[config.mk]
export PLATFORM = sky130hd
export DESIGN_NAME = speech_frame_vus_classifier_stats
export DESIGN_NICKNAME = d
export VERILOG_FILES = /design/src/design/vus_pkg.sv /design/src/design/speech_frame_vus_classifier_stats.sv
export SDC_FILE = /design/constraint.sdc
export NUM_CORES = 2
export LEC_CHECK = 0
export BUFFER_PORTS_ARGS = -buffer_cell sky130_fd_sc_hd__buf_2
export CORE_ASPECT_RATIO = 1.4
export CORE_MARGIN = 3
export CORE_UTILIZATION = 50
export CTS_BUF_LIST = sky130_fd_sc_hd__clkbuf_8 sky130_fd_sc_hd__clkbuf_16
export DETAILED_ROUTE_END_ITERATION = 10
export HOLD_SLACK_MARGIN = 0.03
export PLACE_DENSITY = 0.67
export SETUP_SLACK_MARGIN = 0.3
export SLEW_MARGIN = 20
export SYNTH_ARGS = -nofsm -noshare
export SYNTH_HDL_FRONTEND = slang
export SYNTH_SLANG_ARGS = --single-unit
[constraint.sdc]
create_clock -name clock -period 8.6 [get_ports clock]
set_input_delay 1.72 -clock clock [delete_from_list [all_inputs] [get_ports clock]]
set_output_delay 1.72 -clock clock [all_outputs]
set_load 0.01 [all_outputs]
[src/design/vus_pkg.sv]
// Shared constants for the voiced / unvoiced / silence frame classifier.
// Class codes, summary row identifiers, register indexes and field widths.
// No dependencies.
`timescale 1ns / 1ps

package vus_pkg;

   // Width of the threshold registers and of the frame measurements.
   localparam int unsigned VALUE_W = 32;

   // Width of every reported count field.
   localparam int unsigned FIELD_W   = 20;
   localparam logic [FIELD_W-1:0] FIELD_MAX = {FIELD_W{1'b1}};

   // Default width of the internal statistics counters.
   localparam int unsigned COUNT_WIDTH_DEFAULT = 20;

   // Class codes.
   localparam logic [1:0] CLS_S = 2'd0;
   localparam logic [1:0] CLS_U = 2'd1;
   localparam logic [1:0] CLS_V = 2'd2;

   // Result kinds.
   localparam logic KIND_FRAME   = 1'b0;
   localparam logic KIND_SUMMARY = 1'b1;

   // Summary row identifiers.
   localparam logic [2:0] ROW_ENERGY_V = 3'd0;
   localparam logic [2:0] ROW_ENERGY_U = 3'd1;
   localparam logic [2:0] ROW_ENERGY_S = 3'd2;
   localparam logic [2:0] ROW_INK_V    = 3'd3;
   localparam logic [2:0] ROW_INK_U    = 3'd4;

   // Slots of one confusion row.
   localparam logic [1:0] SLOT_TP = 2'd0;
   localparam logic [1:0] SLOT_FP = 2'd1;
   localparam logic [1:0] SLOT_FN = 2'd2;
   localparam logic [1:0] SLOT_TN = 2'd3;

   // Configuration register indexes.
   localparam logic [1:0] CSR_UPPER_ENERGY = 2'd0;
   localparam logic [1:0] CSR_LOWER_ENERGY = 2'd1;
   localparam logic [1:0] CSR_INK          = 2'd2;
   localparam logic [1:0] CSR_CERT_ONLY    = 2'd3;

endpackage

[src/design/speech_frame_vus_classifier_stats.sv]
// Top level of the voiced / unvoiced / silence frame classifier with statistics.
// Holds the input register, classification, counters, summary sequencer and output register.
// Depends on vus_pkg.
`timescale 1ns / 1ps

// Usage
// Each req_ transaction is one analysis frame: log energy, log ink, reference label
// and a last-frame mark. Every frame yields one rsp_ transaction with its energy and
// ink classes, the certainty flag and the reference mismatch flag. The last frame of
// a run is followed by five summary rows (energy V, U, S, then ink V, U) carrying the
// TP/FP/FN/TN counts and reference totals; the statistics are then cleared.
// A frame moves from the input register to the output register, which drives rsp_.
// Throughput: one frame per cycle while rsp_stall is low, set by the single input
// register feeding the single output register. A last frame additionally occupies
// the output register while the five summary rows leave; the next frame may enter the
// input register in that time but does not move on until the last row is loaded.
// Configuration is written through csr_ while no frame is in flight.
// Reset clears the thresholds, the mode bit, all counters and the valid flags.
// When rsp_stall is high the output register holds its transaction, and req_stall
// rises as soon as the input register is also occupied.
module speech_frame_vus_classifier_stats #(
   parameter int unsigned COUNT_WIDTH = vus_pkg::COUNT_WIDTH_DEFAULT
) (
   input  logic                           clock,
   input  logic                           reset,
   // configuration port
   input  logic                           csr_write_enable,
   input  logic [1:0]                     csr_index,
   input  logic [vus_pkg::VALUE_W-1:0]    csr_write_data,
   // frame input channel
   input  logic                           req_valid,
   output logic                           req_stall,
   input  logic signed [vus_pkg::VALUE_W-1:0] req_log_energy,
   input  logic signed [vus_pkg::VALUE_W-1:0] req_log_ink,
   input  logic [1:0]                     req_reference_label,
   input  logic                           req_last_frame,
   // result channel
   output logic                           rsp_valid,
   input  logic                           rsp_stall,
   output logic                           rsp_item_kind,
   output logic [1:0]                     rsp_energy_class,
   output logic [1:0]                     rsp_ink_class,
   output logic                           rsp_certain,
   output logic                           rsp_mismatch,
   output logic [2:0]                     rsp_row_id,
   output logic [vus_pkg::FIELD_W-1:0]    rsp_true_pos,
   output logic [vus_pkg::FIELD_W-1:0]    rsp_false_pos,
   output logic [vus_pkg::FIELD_W-1:0]    rsp_false_neg,
   output logic [vus_pkg::FIELD_W-1:0]    rsp_true_neg,
   output logic [vus_pkg::FIELD_W-1:0]    rsp_reference_total,
   output logic                           rsp_last_result
);

   localparam logic [COUNT_WIDTH-1:0] COUNT_MAX = {COUNT_WIDTH{1'b1}};

   // Saturating increment of one counter.
   function automatic logic [COUNT_WIDTH-1:0] bump(input logic [COUNT_WIDTH-1:0] cnt);
      bump = (cnt != COUNT_MAX) ? cnt + 1'b1 : cnt;
   endfunction

   // Clamp a counter to the reported field width.
   function automatic logic [vus_pkg::FIELD_W-1:0] report(input logic [COUNT_WIDTH-1:0] cnt);
      logic [31:0] wide;
      wide = 32'(cnt);
      report = (wide > 32'(vus_pkg::FIELD_MAX)) ? vus_pkg::FIELD_MAX
                                                : wide[vus_pkg::FIELD_W-1:0];
   endfunction

   // Configuration registers
   logic signed [vus_pkg::VALUE_W-1:0] upper_thr_ff;
   logic signed [vus_pkg::VALUE_W-1:0] lower_thr_ff;
   logic signed [vus_pkg::VALUE_W-1:0] ink_thr_ff;
   logic                               cert_only_ff;

   // Input register
   logic                               in_valid_ff;
   logic signed [vus_pkg::VALUE_W-1:0] in_energy_ff;
   logic signed [vus_pkg::VALUE_W-1:0] in_ink_ff;
   logic [1:0]                         in_ref_ff;
   logic                               in_last_ff;

   // Statistics counters
   logic [COUNT_WIDTH-1:0] e_conf_ff [3][4];
   logic [COUNT_WIDTH-1:0] e_conf_in [3][4];
   logic [COUNT_WIDTH-1:0] e_tot_ff  [3];
   logic [COUNT_WIDTH-1:0] e_tot_in  [3];
   logic [COUNT_WIDTH-1:0] k_conf_ff [2][4];
   logic [COUNT_WIDTH-1:0] k_conf_in [2][4];
   logic [COUNT_WIDTH-1:0] k_tot_ff  [2];
   logic [COUNT_WIDTH-1:0] k_tot_in  [2];

   // Summary sequencer
   logic       sum_active_ff;
   logic [2:0] sum_row_ff;

   // Output register
   logic                        rsp_valid_ff;
   logic                        rsp_kind_ff;
   logic [1:0]                  rsp_ec_ff;
   logic [1:0]                  rsp_ic_ff;
   logic                        rsp_cert_ff;
   logic                        rsp_mis_ff;
   logic [2:0]                  rsp_row_ff;
   logic [vus_pkg::FIELD_W-1:0] rsp_tp_ff;
   logic [vus_pkg::FIELD_W-1:0] rsp_fp_ff;
   logic [vus_pkg::FIELD_W-1:0] rsp_fn_ff;
   logic [vus_pkg::FIELD_W-1:0] rsp_tn_ff;
   logic [vus_pkg::FIELD_W-1:0] rsp_tot_ff;
   logic                        rsp_last_ff;

   // Handshake control
   logic out_free;
   logic advance;
   logic sum_done;

   assign out_free = !rsp_valid_ff || !rsp_stall;
   assign advance  = in_valid_ff && out_free && !sum_active_ff;
   assign sum_done = sum_active_ff && out_free && (sum_row_ff == vus_pkg::ROW_INK_U);
   assign req_stall = in_valid_ff && !advance;

   // Frame classification
   logic [1:0] ec;
   logic [1:0] ic;
   logic       cert;
   logic       mis;
   logic       count_energy;
   logic       count_ink;

   always_comb begin
      if (in_energy_ff > upper_thr_ff) begin
         ec = vus_pkg::CLS_V;
      end else if (in_energy_ff > lower_thr_ff) begin
         ec = vus_pkg::CLS_U;
      end else begin
         ec = vus_pkg::CLS_S;
      end
      ic   = (in_ink_ff > ink_thr_ff) ? vus_pkg::CLS_U : vus_pkg::CLS_V;
      cert = (ec == ic);
      mis  = (ec != in_ref_ff);
      count_energy = (in_ref_ff <= vus_pkg::CLS_V) && (!cert_only_ff || cert);
      count_ink    = (in_ref_ff == vus_pkg::CLS_V) || (in_ref_ff == vus_pkg::CLS_U);
   end

   // Next counter values: one-versus-rest tally per row, cleared after the summary
   always_comb begin
      logic [1:0] cls;
      logic [1:0] slot;
      cls       = vus_pkg::CLS_S;
      slot      = vus_pkg::SLOT_TP;
      e_conf_in = e_conf_ff;
      e_tot_in  = e_tot_ff;
      k_conf_in = k_conf_ff;
      k_tot_in  = k_tot_ff;
      if (sum_done) begin
         for (int r = 0; r < 3; r++) begin
            e_tot_in[r] = '0;
            for (int s = 0; s < 4; s++) begin
               e_conf_in[r][s] = '0;
            end
         end
         for (int r = 0; r < 2; r++) begin
            k_tot_in[r] = '0;
            for (int s = 0; s < 4; s++) begin
               k_conf_in[r][s] = '0;
            end
         end
      end else if (advance) begin
         if (count_energy) begin
            for (int r = 0; r < 3; r++) begin
               cls = vus_pkg::CLS_V - 2'(r);
               if (in_ref_ff == cls) begin
                  slot = (ec == cls) ? vus_pkg::SLOT_TP : vus_pkg::SLOT_FN;
               end else begin
                  slot = (ec == cls) ? vus_pkg::SLOT_FP : vus_pkg::SLOT_TN;
               end
               e_conf_in[r][slot] = bump(e_conf_ff[r][slot]);
            end
            e_tot_in[vus_pkg::CLS_V - in_ref_ff] = bump(e_tot_ff[vus_pkg::CLS_V - in_ref_ff]);
         end
         if (count_ink) begin
            for (int r = 0; r < 2; r++) begin
               cls = vus_pkg::CLS_V - 2'(r);
               if (in_ref_ff == cls) begin
                  slot = (ic == cls) ? vus_pkg::SLOT_TP : vus_pkg::SLOT_FN;
               end else begin
                  slot = (ic == cls) ? vus_pkg::SLOT_FP : vus_pkg::SLOT_TN;
               end
               k_conf_in[r][slot] = bump(k_conf_ff[r][slot]);
            end
            k_tot_in[1'(vus_pkg::CLS_V - in_ref_ff)] =
               bump(k_tot_ff[1'(vus_pkg::CLS_V - in_ref_ff)]);
         end
      end
   end

   // Summary row selection
   logic [COUNT_WIDTH-1:0] row_tp;
   logic [COUNT_WIDTH-1:0] row_fp;
   logic [COUNT_WIDTH-1:0] row_fn;
   logic [COUNT_WIDTH-1:0] row_tn;
   logic [COUNT_WIDTH-1:0] row_tot;

   always_comb begin
      case (sum_row_ff)
         vus_pkg::ROW_ENERGY_V, vus_pkg::ROW_ENERGY_U, vus_pkg::ROW_ENERGY_S: begin
            row_tp  = e_conf_ff[sum_row_ff[1:0]][vus_pkg::SLOT_TP];
            row_fp  = e_conf_ff[sum_row_ff[1:0]][vus_pkg::SLOT_FP];
            row_fn  = e_conf_ff[sum_row_ff[1:0]][vus_pkg::SLOT_FN];
            row_tn  = e_conf_ff[sum_row_ff[1:0]][vus_pkg::SLOT_TN];
            row_tot = e_tot_ff[sum_row_ff[1:0]];
         end
         vus_pkg::ROW_INK_V, vus_pkg::ROW_INK_U: begin
            row_tp  = k_conf_ff[sum_row_ff[0] ^ 1'b1][vus_pkg::SLOT_TP];
            row_fp  = k_conf_ff[sum_row_ff[0] ^ 1'b1][vus_pkg::SLOT_FP];
            row_fn  = k_conf_ff[sum_row_ff[0] ^ 1'b1][vus_pkg::SLOT_FN];
            row_tn  = k_conf_ff[sum_row_ff[0] ^ 1'b1][vus_pkg::SLOT_TN];
            row_tot = k_tot_ff[sum_row_ff[0] ^ 1'b1];
         end
         default: begin
            row_tp  = '0;
            row_fp  = '0;
            row_fn  = '0;
            row_tn  = '0;
            row_tot = '0;
         end
      endcase
   end

   // Configuration writes
   always_ff @(posedge clock) begin
      if (reset) begin
         upper_thr_ff <= '0;
         lower_thr_ff <= '0;
         ink_thr_ff   <= '0;
         cert_only_ff <= 1'b0;
      end else if (csr_write_enable) begin
         case (csr_index)
            vus_pkg::CSR_UPPER_ENERGY: upper_thr_ff <= csr_write_data;
            vus_pkg::CSR_LOWER_ENERGY: lower_thr_ff <= csr_write_data;
            vus_pkg::CSR_INK:          ink_thr_ff   <= csr_write_data;
            vus_pkg::CSR_CERT_ONLY:    cert_only_ff <= csr_write_data[0];
            default: begin
            end
         endcase
      end
   end

   // Input register: loaded whenever it is empty or its frame moves on
   always_ff @(posedge clock) begin
      if (reset) begin
         in_valid_ff <= 1'b0;
      end else if (!req_stall) begin
         in_valid_ff <= req_valid;
      end
      if (!req_stall && req_valid) begin
         in_energy_ff <= req_log_energy;
         in_ink_ff    <= req_log_ink;
         in_ref_ff    <= req_reference_label;
         in_last_ff   <= req_last_frame;
      end
   end

   // Statistics counters
   always_ff @(posedge clock) begin
      if (reset) begin
         for (int r = 0; r < 3; r++) begin
            e_tot_ff[r] <= '0;
            for (int s = 0; s < 4; s++) begin
               e_conf_ff[r][s] <= '0;
            end
         end
         for (int r = 0; r < 2; r++) begin
            k_tot_ff[r] <= '0;
            for (int s = 0; s < 4; s++) begin
               k_conf_ff[r][s] <= '0;
            end
         end
      end else begin
         e_conf_ff <= e_conf_in;
         e_tot_ff  <= e_tot_in;
         k_conf_ff <= k_conf_in;
         k_tot_ff  <= k_tot_in;
      end
   end

   // Summary sequencer and output register
   always_ff @(posedge clock) begin
      if (reset) begin
         sum_active_ff <= 1'b0;
         sum_row_ff    <= vus_pkg::ROW_ENERGY_V;
         rsp_valid_ff  <= 1'b0;
      end else if (out_free) begin
         if (sum_active_ff) begin
            rsp_valid_ff <= 1'b1;
            rsp_kind_ff  <= vus_pkg::KIND_SUMMARY;
            rsp_ec_ff    <= '0;
            rsp_ic_ff    <= '0;
            rsp_cert_ff  <= 1'b0;
            rsp_mis_ff   <= 1'b0;
            rsp_row_ff   <= sum_row_ff;
            rsp_tp_ff    <= report(row_tp);
            rsp_fp_ff    <= report(row_fp);
            rsp_fn_ff    <= report(row_fn);
            rsp_tn_ff    <= report(row_tn);
            rsp_tot_ff   <= report(row_tot);
            rsp_last_ff  <= (sum_row_ff == vus_pkg::ROW_INK_U);
            if (sum_row_ff == vus_pkg::ROW_INK_U) begin
               sum_active_ff <= 1'b0;
               sum_row_ff    <= vus_pkg::ROW_ENERGY_V;
            end else begin
               sum_row_ff <= sum_row_ff + 3'd1;
            end
         end else begin
            rsp_valid_ff <= in_valid_ff;
            if (in_valid_ff) begin
               rsp_kind_ff   <= vus_pkg::KIND_FRAME;
               rsp_ec_ff     <= ec;
               rsp_ic_ff     <= ic;
               rsp_cert_ff   <= cert;
               rsp_mis_ff    <= mis;
               rsp_row_ff    <= '0;
               rsp_tp_ff     <= '0;
               rsp_fp_ff     <= '0;
               rsp_fn_ff     <= '0;
               rsp_tn_ff     <= '0;
               rsp_tot_ff    <= '0;
               rsp_last_ff   <= !in_last_ff;
               sum_active_ff <= in_last_ff;
               sum_row_ff    <= vus_pkg::ROW_ENERGY_V;
            end
         end
      end
   end

   assign rsp_valid           = rsp_valid_ff;
   assign rsp_item_kind       = rsp_kind_ff;
   assign rsp_energy_class    = rsp_ec_ff;
   assign rsp_ink_class       = rsp_ic_ff;
   assign rsp_certain         = rsp_cert_ff;
   assign rsp_mismatch        = rsp_mis_ff;
   assign rsp_row_id          = rsp_row_ff;
   assign rsp_true_pos        = rsp_tp_ff;
   assign rsp_false_pos       = rsp_fp_ff;
   assign rsp_false_neg       = rsp_fn_ff;
   assign rsp_true_neg        = rsp_tn_ff;
   assign rsp_reference_total = rsp_tot_ff;
   assign rsp_last_result     = rsp_last_ff;

   // A last frame leaving the input register starts the summary.
   a_last_starts_summary: assert property (@(posedge clock) disable iff (reset)
      (advance && in_last_ff) |=> (sum_active_ff && sum_row_ff == vus_pkg::ROW_ENERGY_V))
      else $error("last frame did not start the summary rows");

   // No frame moves on while summary rows are being emitted.
   a_no_frame_in_summary: assert property (@(posedge clock) disable iff (reset)
      sum_active_ff |-> !advance)
      else $error("frame advanced during summary emission");

   // The final summary row is the ink unvoiced row and marks the end of the frame's results.
   a_final_row: assert property (@(posedge clock) disable iff (reset)
      (rsp_valid_ff && rsp_kind_ff == vus_pkg::KIND_SUMMARY && rsp_last_ff)
      |-> (rsp_row_ff == vus_pkg::ROW_INK_U))
      else $error("summary marked final on the wrong row");

   // The statistics are empty right after the last summary row is loaded.
   a_cleared_after_summary: assert property (@(posedge clock) disable iff (reset)
      sum_done |=> (e_tot_ff[0] == '0 && e_tot_ff[1] == '0 && e_tot_ff[2] == '0 &&
                    k_tot_ff[0] == '0 && k_tot_ff[1] == '0))
      else $error("statistics not cleared after summary");

endmodule

### Word level (Yosys, flattened, before mapping)

Cells that the tools add are included.

* multiplexer cells: 120
* reductions and logical operators: 40
* add/sub/neg operators: 9
* equal/unequal tests: 22
* bitwise logic cells: 11
* magnitude comparators: 20

Operators by type and width (number)
* 2-to-1 mux 20 bit: 40
* bitwise mux 80 bit: 5
* 2-to-1 mux 80 bit: 5
* binary-select mux 20 bit (select 2 bit): 7
* demux 20 bit (select 2 bit): 6
* one-hot mux 20 bit (2 select lines): 5
* binary-select mux 80 bit (select 2 bit): 1
* adder 20 x 1 -> 20 bit, second input constant: 7
* inequality test 20 bit, second input constant: 7
* > comparator 32 bit: 3
* 2-to-1 mux 2 bit: 34
* bitwise mux 60 bit: 1
* bitwise mux 40 bit: 1
* greater-or-equal comparator 3 bit, second input constant: 7
* inverter 2 -> 3 bit: 7
* demux 20 bit (select 1 bit): 1
* < comparator 3 x 1 -> 1 bit, second input constant: 6
* logical AND 1 bit: 14
* AND reduction 2 bit: 7
* 2-to-1 mux 3 bit: 4
* equality test 2 bit, second input constant: 5
* 2-to-1 mux 1 bit: 10
* equality test 2 x 1 -> 1 bit, second input constant: 4
* logical NOT 1 bit: 7
* 19 further kinds: 28

* input port bits: 106
* register bits: 781
* logic and storage cells: 271
* output and inout bits: 113

### Logic depth before layout (Yosys ltp)

* word-level depth: 16
* mapped depth: 23
* depth with buffers taken out: 19

### Worst setup path before layout

Ideal clock, no wire load.

* path type: in2reg
* start point: input port reset
* end point: register rsp_cert_ff (netlist: rsp_certain), enable pin
* arrival: 6.704 ns
* stages: 3
* setup slack: 1.314 ns
* setup time: 0.583 ns
* required time: 8.017 ns
* path buffers: 2
* path through: clkbuf_1 clkbuf_1 nor2_1

* word-level cells in the longest chain between the ends: 2

RTL lines
* start: declaration: line speech_frame_vus_classifier_stats.sv:25 `input logic reset,`
* inverter 1 bit (no line)
* AND reduction 3 bit (no line)
* end signal: assignment: line speech_frame_vus_classifier_stats.sv:319 `rsp_cert_ff <= cert;`
* end: declaration: line speech_frame_vus_classifier_stats.sv:101 `logic rsp_cert_ff;`

Every way passes these cells.
A chain may end at the register's enable or synchronous reset.

### Worst setup path after layout

* start point: register in_energy_ff[7] in the netlist's numbering
* end point: register e_conf_ff[151] in the netlist's numbering

* word-level cells in the longest chain between the ends: 16
* elaborated cells between the ends (all ways): 28
* those cells by class: add/sub (1); order compare (4); eq/ne (3); mux (15); bitwise (1); reduce/logical (4)

RTL lines
* start: declaration: line speech_frame_vus_classifier_stats.sv:77 `logic signed [vus_pkg::VALUE_W-1:0] in_energy_ff;`
* start signal: assignment: line speech_frame_vus_classifier_stats.sv:256 `in_energy_ff <= req_log_energy;`
* > comparator 32 bit: line speech_frame_vus_classifier_stats.sv:132 `end else if (in_energy_ff > lower_thr_ff) begin`
* 2-to-1 mux 1 bit: line speech_frame_vus_classifier_stats.sv:132
* 2-to-1 mux 2 bit (*): line speech_frame_vus_classifier_stats.sv:130 `if (in_energy_ff > upper_thr_ff) begin`
* equality test 2 x 1 -> 1 bit: line speech_frame_vus_classifier_stats.sv:172, speech_frame_vus_classifier_stats.sv:174
* 2-to-1 mux 2 bit, on equally long branches: line speech_frame_vus_classifier_stats.sv:174, speech_frame_vus_classifier_stats.sv:172
* 2-to-1 mux 2 bit: line speech_frame_vus_classifier_stats.sv:171 `if (in_ref_ff == cls) begin`
* 2-to-1 mux 2 bit: line speech_frame_vus_classifier_stats.sv:168 `if (count_energy) begin`
* 2-to-1 mux 2 bit: line speech_frame_vus_classifier_stats.sv:167 `end else if (advance) begin`
* 2-to-1 mux 2 bit: line speech_frame_vus_classifier_stats.sv:154 `if (sum_done) begin`
* inverter 2 -> 3 bit (implied by the code): line speech_frame_vus_classifier_stats.sv:176 `e_conf_in[r][slot] = bump(e_conf_ff[r][slot]);`
* binary-select mux 20 bit (select 2 bit): line speech_frame_vus_classifier_stats.sv:176
* 2-to-1 mux 20 bit (implied by the code) (2 in series): line speech_frame_vus_classifier_stats.sv:176
* adder 20 x 1 -> 20 bit or inequality test 20 bit (tied branches): line speech_frame_vus_classifier_stats.sv:58 `bump = (cnt != COUNT_MAX) ? cnt + 1'b1 : cnt;`
* 2-to-1 mux 20 bit: line speech_frame_vus_classifier_stats.sv:58
* bitwise mux 80 bit: line speech_frame_vus_classifier_stats.sv:176
* end signal: assignment: line speech_frame_vus_classifier_stats.sv:279 `e_conf_ff <= e_conf_in;`
* end: declaration: line speech_frame_vus_classifier_stats.sv:83 `logic [COUNT_WIDTH-1:0] e_conf_ff [3][4];`

Every way passes the cells marked *; elsewhere a longest branch is shown, timed or not. The select of a mux whose other input is x is not followed.

==> flow_summary.ini <==
[run_status]
status = finished clean

[grt]
antenna_found_initial = 8
grt_usage_pct = 32.22
grt_pass1_wl_um = 209800
grt.overflow.total = 0
grt_max_degree = 175
grt_pass1_vias = 34279

[logic_synthesis]
synthTopCellsByArea = dfxtp_1, edfxtp_1, mux2i_1
ys_seq_elements = 781
synthesis.nets = 4938
synth_edf_count = 178
syn_area_um2 = 40950
synth.distinct_cells = 100
synth_top_flop_cell = dfxtp_1
syn_area_per_cell_um2 = 8.679
synth_top_area_share_pct = 29.48
syn_inst = 4718
synth_top_area_cell = dfxtp_1
synth_seq_area_share_pct = 42.53
synthArstFlopShare_pct = 0
yosys_warnings = 0

[cts]
clk_latency_ns = 0.64
cts_hold_buf = 0
clockBufferDepth = 3
cts_tree = built
htree_levels = 3
cts_buffers = 79
clockRootBuffer = clkbuf_16
cts.sinks = 781
clkSlewWorstSetupHoldPaths_ns = 0.06
ctsResizeCount = 0
postCtsSetupBuffers = 0

[placement]
dp_hpwl_um = 97730
port_buffers = 218
gp_congestion = 0.9957
place_area_um2 = 42710
pre_cts_ws_ns = 1.959
dp_cells = 5727

[worst_setup_path]
crit_path_start_kind = flop
path_max_fanout = 18
cp.arrival_ns = 7.50
cp-end-kind = flop
timing.rr.end = e_conf_ff[151]
criticalPathCategory = flop to flop
r2r_slack_ns = 1.68
r2r_start = in_energy_ff[7]
cp.required_ns = 9.18
ff2ff_path_depth = 16

[worst_hold_path]
holdPathStages = 2
hold_end = ink_thr_ff[31]
hold_start = ink_thr_ff[31]
hold_class = flop to flop

[cells_and_area]
design_area_um2 = 45390
layout-drive-gt1-share_pct = 11.93
nets = 4968
fillers = 7332
area_growth_pct = 10.85
final_cells = 5877

[power]
ir_drop_mv = 0.1545
p_per_area_nw_per_um2 = 182.3
leakage_uw = 0.01542

[floorplan]
start_util_pct = 50.68
die_width_um = 247.9
die_y_um = 344.6
die_area_um2 = 85420
fp.coreArea_um2 = 80800
num_io_pins = 219
rows = 123

[timing]
rsz0062_at_grt = false
setup_slack_ns = 1.681
skew_ns = 0.02999
setup_viol = 0
drv_slew = 0
whs_ns = 0.4520
setup_tns_ns = 0
fin_crit_sh_pct = 80.45
worst-slew-pin-transition_ns = 1.140
max-slew-margin-rel_pct = 24.02
period_needed_ns = 6.919
finalHoldViolCount = 0
fmax_ghz = 0.1445

[route]
vias = 36240
wl_met3_um = 11810
vias_per_cell = 6.166
top_layer = met5
wire_per_inst_um = 23.80
first_pass_iters = 8
first_iter_violations = 3950
finalWirelength_um = 139900
routed-wl-met2_um = 65930
drc = 0
wl_met1_um = 52530
postRouteAntennaNets = 0

[flow_run]
maxCapViolations = 0
[worst max-delay path, cell delays in order (launching register included)]
cell       delay [ns]
edfxtp_1         0.40
ha_1             0.33
a41oi_1          0.22
o21ai_1          0.14
a221o_1          0.39
a211o_1          0.31
a211oi_2         0.30
mux2_2           0.50
nor2_2           0.81
mux4_2           0.41
ha_1             0.41
nand3_1          0.13
o31ai_1          0.71
nand3_1          0.78
a2111oi_0        0.81
nand2_1          0.12
nand2_1          0.10
[synth_stat cells, types with 10 or more instances]
master and instances:
nor4_1 27, a31oi_1 36, nor3_1 67, nand3b_1 11
buf_2 32, o31ai_1 17, and2_1 119, dfxtp_1 603
ha_1 114, buf_1 35, nor2_1 413, a21o_1 18
xnor2_1 57, o21ai_0 226, mux4_2 68, nand2_1 728
mux2_2 32, mux2i_1 303, o211ai_1 16, a22oi_1 14
or3_1 21, edfxtp_1 178, nand2b_1 10, nor2b_1 15
nand3_1 144, clkbuf_1 252, and3_1 38, o22ai_1 105
inv_1 123, a211oi_1 36, a21oi_1 572, xor2_1 62
nand4_1 47
[state kept, by name (all words and copies together) (netlist names), 32 cells and up]
| signal | flops |
|---|---|
| k_conf_ff | 160 |
| in_ink_ff | 32 |
| upper_thr_ff | 32 |
| ink_thr_ff | 32 |
| e_conf_ff | 240 |
| k_tot_ff | 40 |
| lower_thr_ff | 32 |
| in_energy_ff | 32 |
| e_tot_ff | 60 |
[logic make-up after synthesis]
family                   count (synthesis)  synth area share [%]
AND/OR/NAND/NOR                       1709                 19.03
AO/OA/AOI/OAI                         1146                 16.13
flip-flops                             781                 42.53
buffers and inverters                  446                 4.250
multiplexers                           403                 12.03
XOR/XNOR                               119                 2.545
adder cells (fa/ha/maj)                114                 3.483
[cell usage in the layout, fill, tap and decap left out, drive strengths merged, types with 14 or more instances in the layout]
cell and instances:
ha 114, or3 22, o31ai 17, clkinv 25, clkbuf 95, a31oi 37
nand4 50, mux2i 303, nor2 416, nor3 67, a21o 18, nor2b 15
nand3 146, and3 38, and2 120, a22oi 14, a211oi 37, buf 272
o21ai 235, mux4 68, inv 142, edfxtp 178, nand2 731, o211ai 18
dfxtp 603, a21oi 577, o22ai 106, xor2 62, mux2 32, nor4 33
xnor2 57
[area by class of cell]
| class | count | area (µm²) | share of cell area, % |
|---|---|---|---|
| antenna | 2 | 5.005 | 0.01103 |
| clock buffer | 95 | 2242 | 4.939 |
| clock inverter | 51 | 391.6 | 0.8627 |
| inverter | 123 | 461.7 | 1.017 |
| multi-input combinational | 3491 | 21950 | 48.37 |
| sequential | 781 | 17430 | 38.39 |
| tap | 1062 | 1329 | 2.927 |
| timing repair buffer | 272 | 1582 | 3.484 |
[worst max-delay path by stage]
stage,start,to,cells past startpoint
after floorplan,reset,rsp_certain,3
after global placement,in_energy_ff[7],e_conf_ff[151],17
after detailed placement,in_energy_ff[7],e_conf_ff[151],16
after CTS,in_energy_ff[7],e_conf_ff[151],16
after global routing,in_energy_ff[7],e_conf_ff[151],16
final,in_energy_ff[7],e_conf_ff[151],16
[report_power, final]
part           internal [µW]  leakage, µW  switching [µW]
registers               3840      0.00657            69.3
clock network           2030      0.00136            1520
logic                    251      0.00748             563
total                   6130       0.0154            2150
[through the flow]
stage               util (%)  total power [µW]
floorplan                  -              4495
global placement       52.86              4777
detailed placement     52.86              4787
CTS                    56.12              8294
global route           56.18              8515
finish                 56.18              8273
[layer usage]
| metal | global-route usage [%] | vias up |
|---|---|---|
| li1 | - | 16802 |
| met1 | 39.42 | 17331 |
| met2 | 53.04 | 1683 |
| met3 | 5.421 | 414 |
| met4 | 19.68 | 10 |
| met5 | 0 | - |
(Power assumes the default switching activity.)
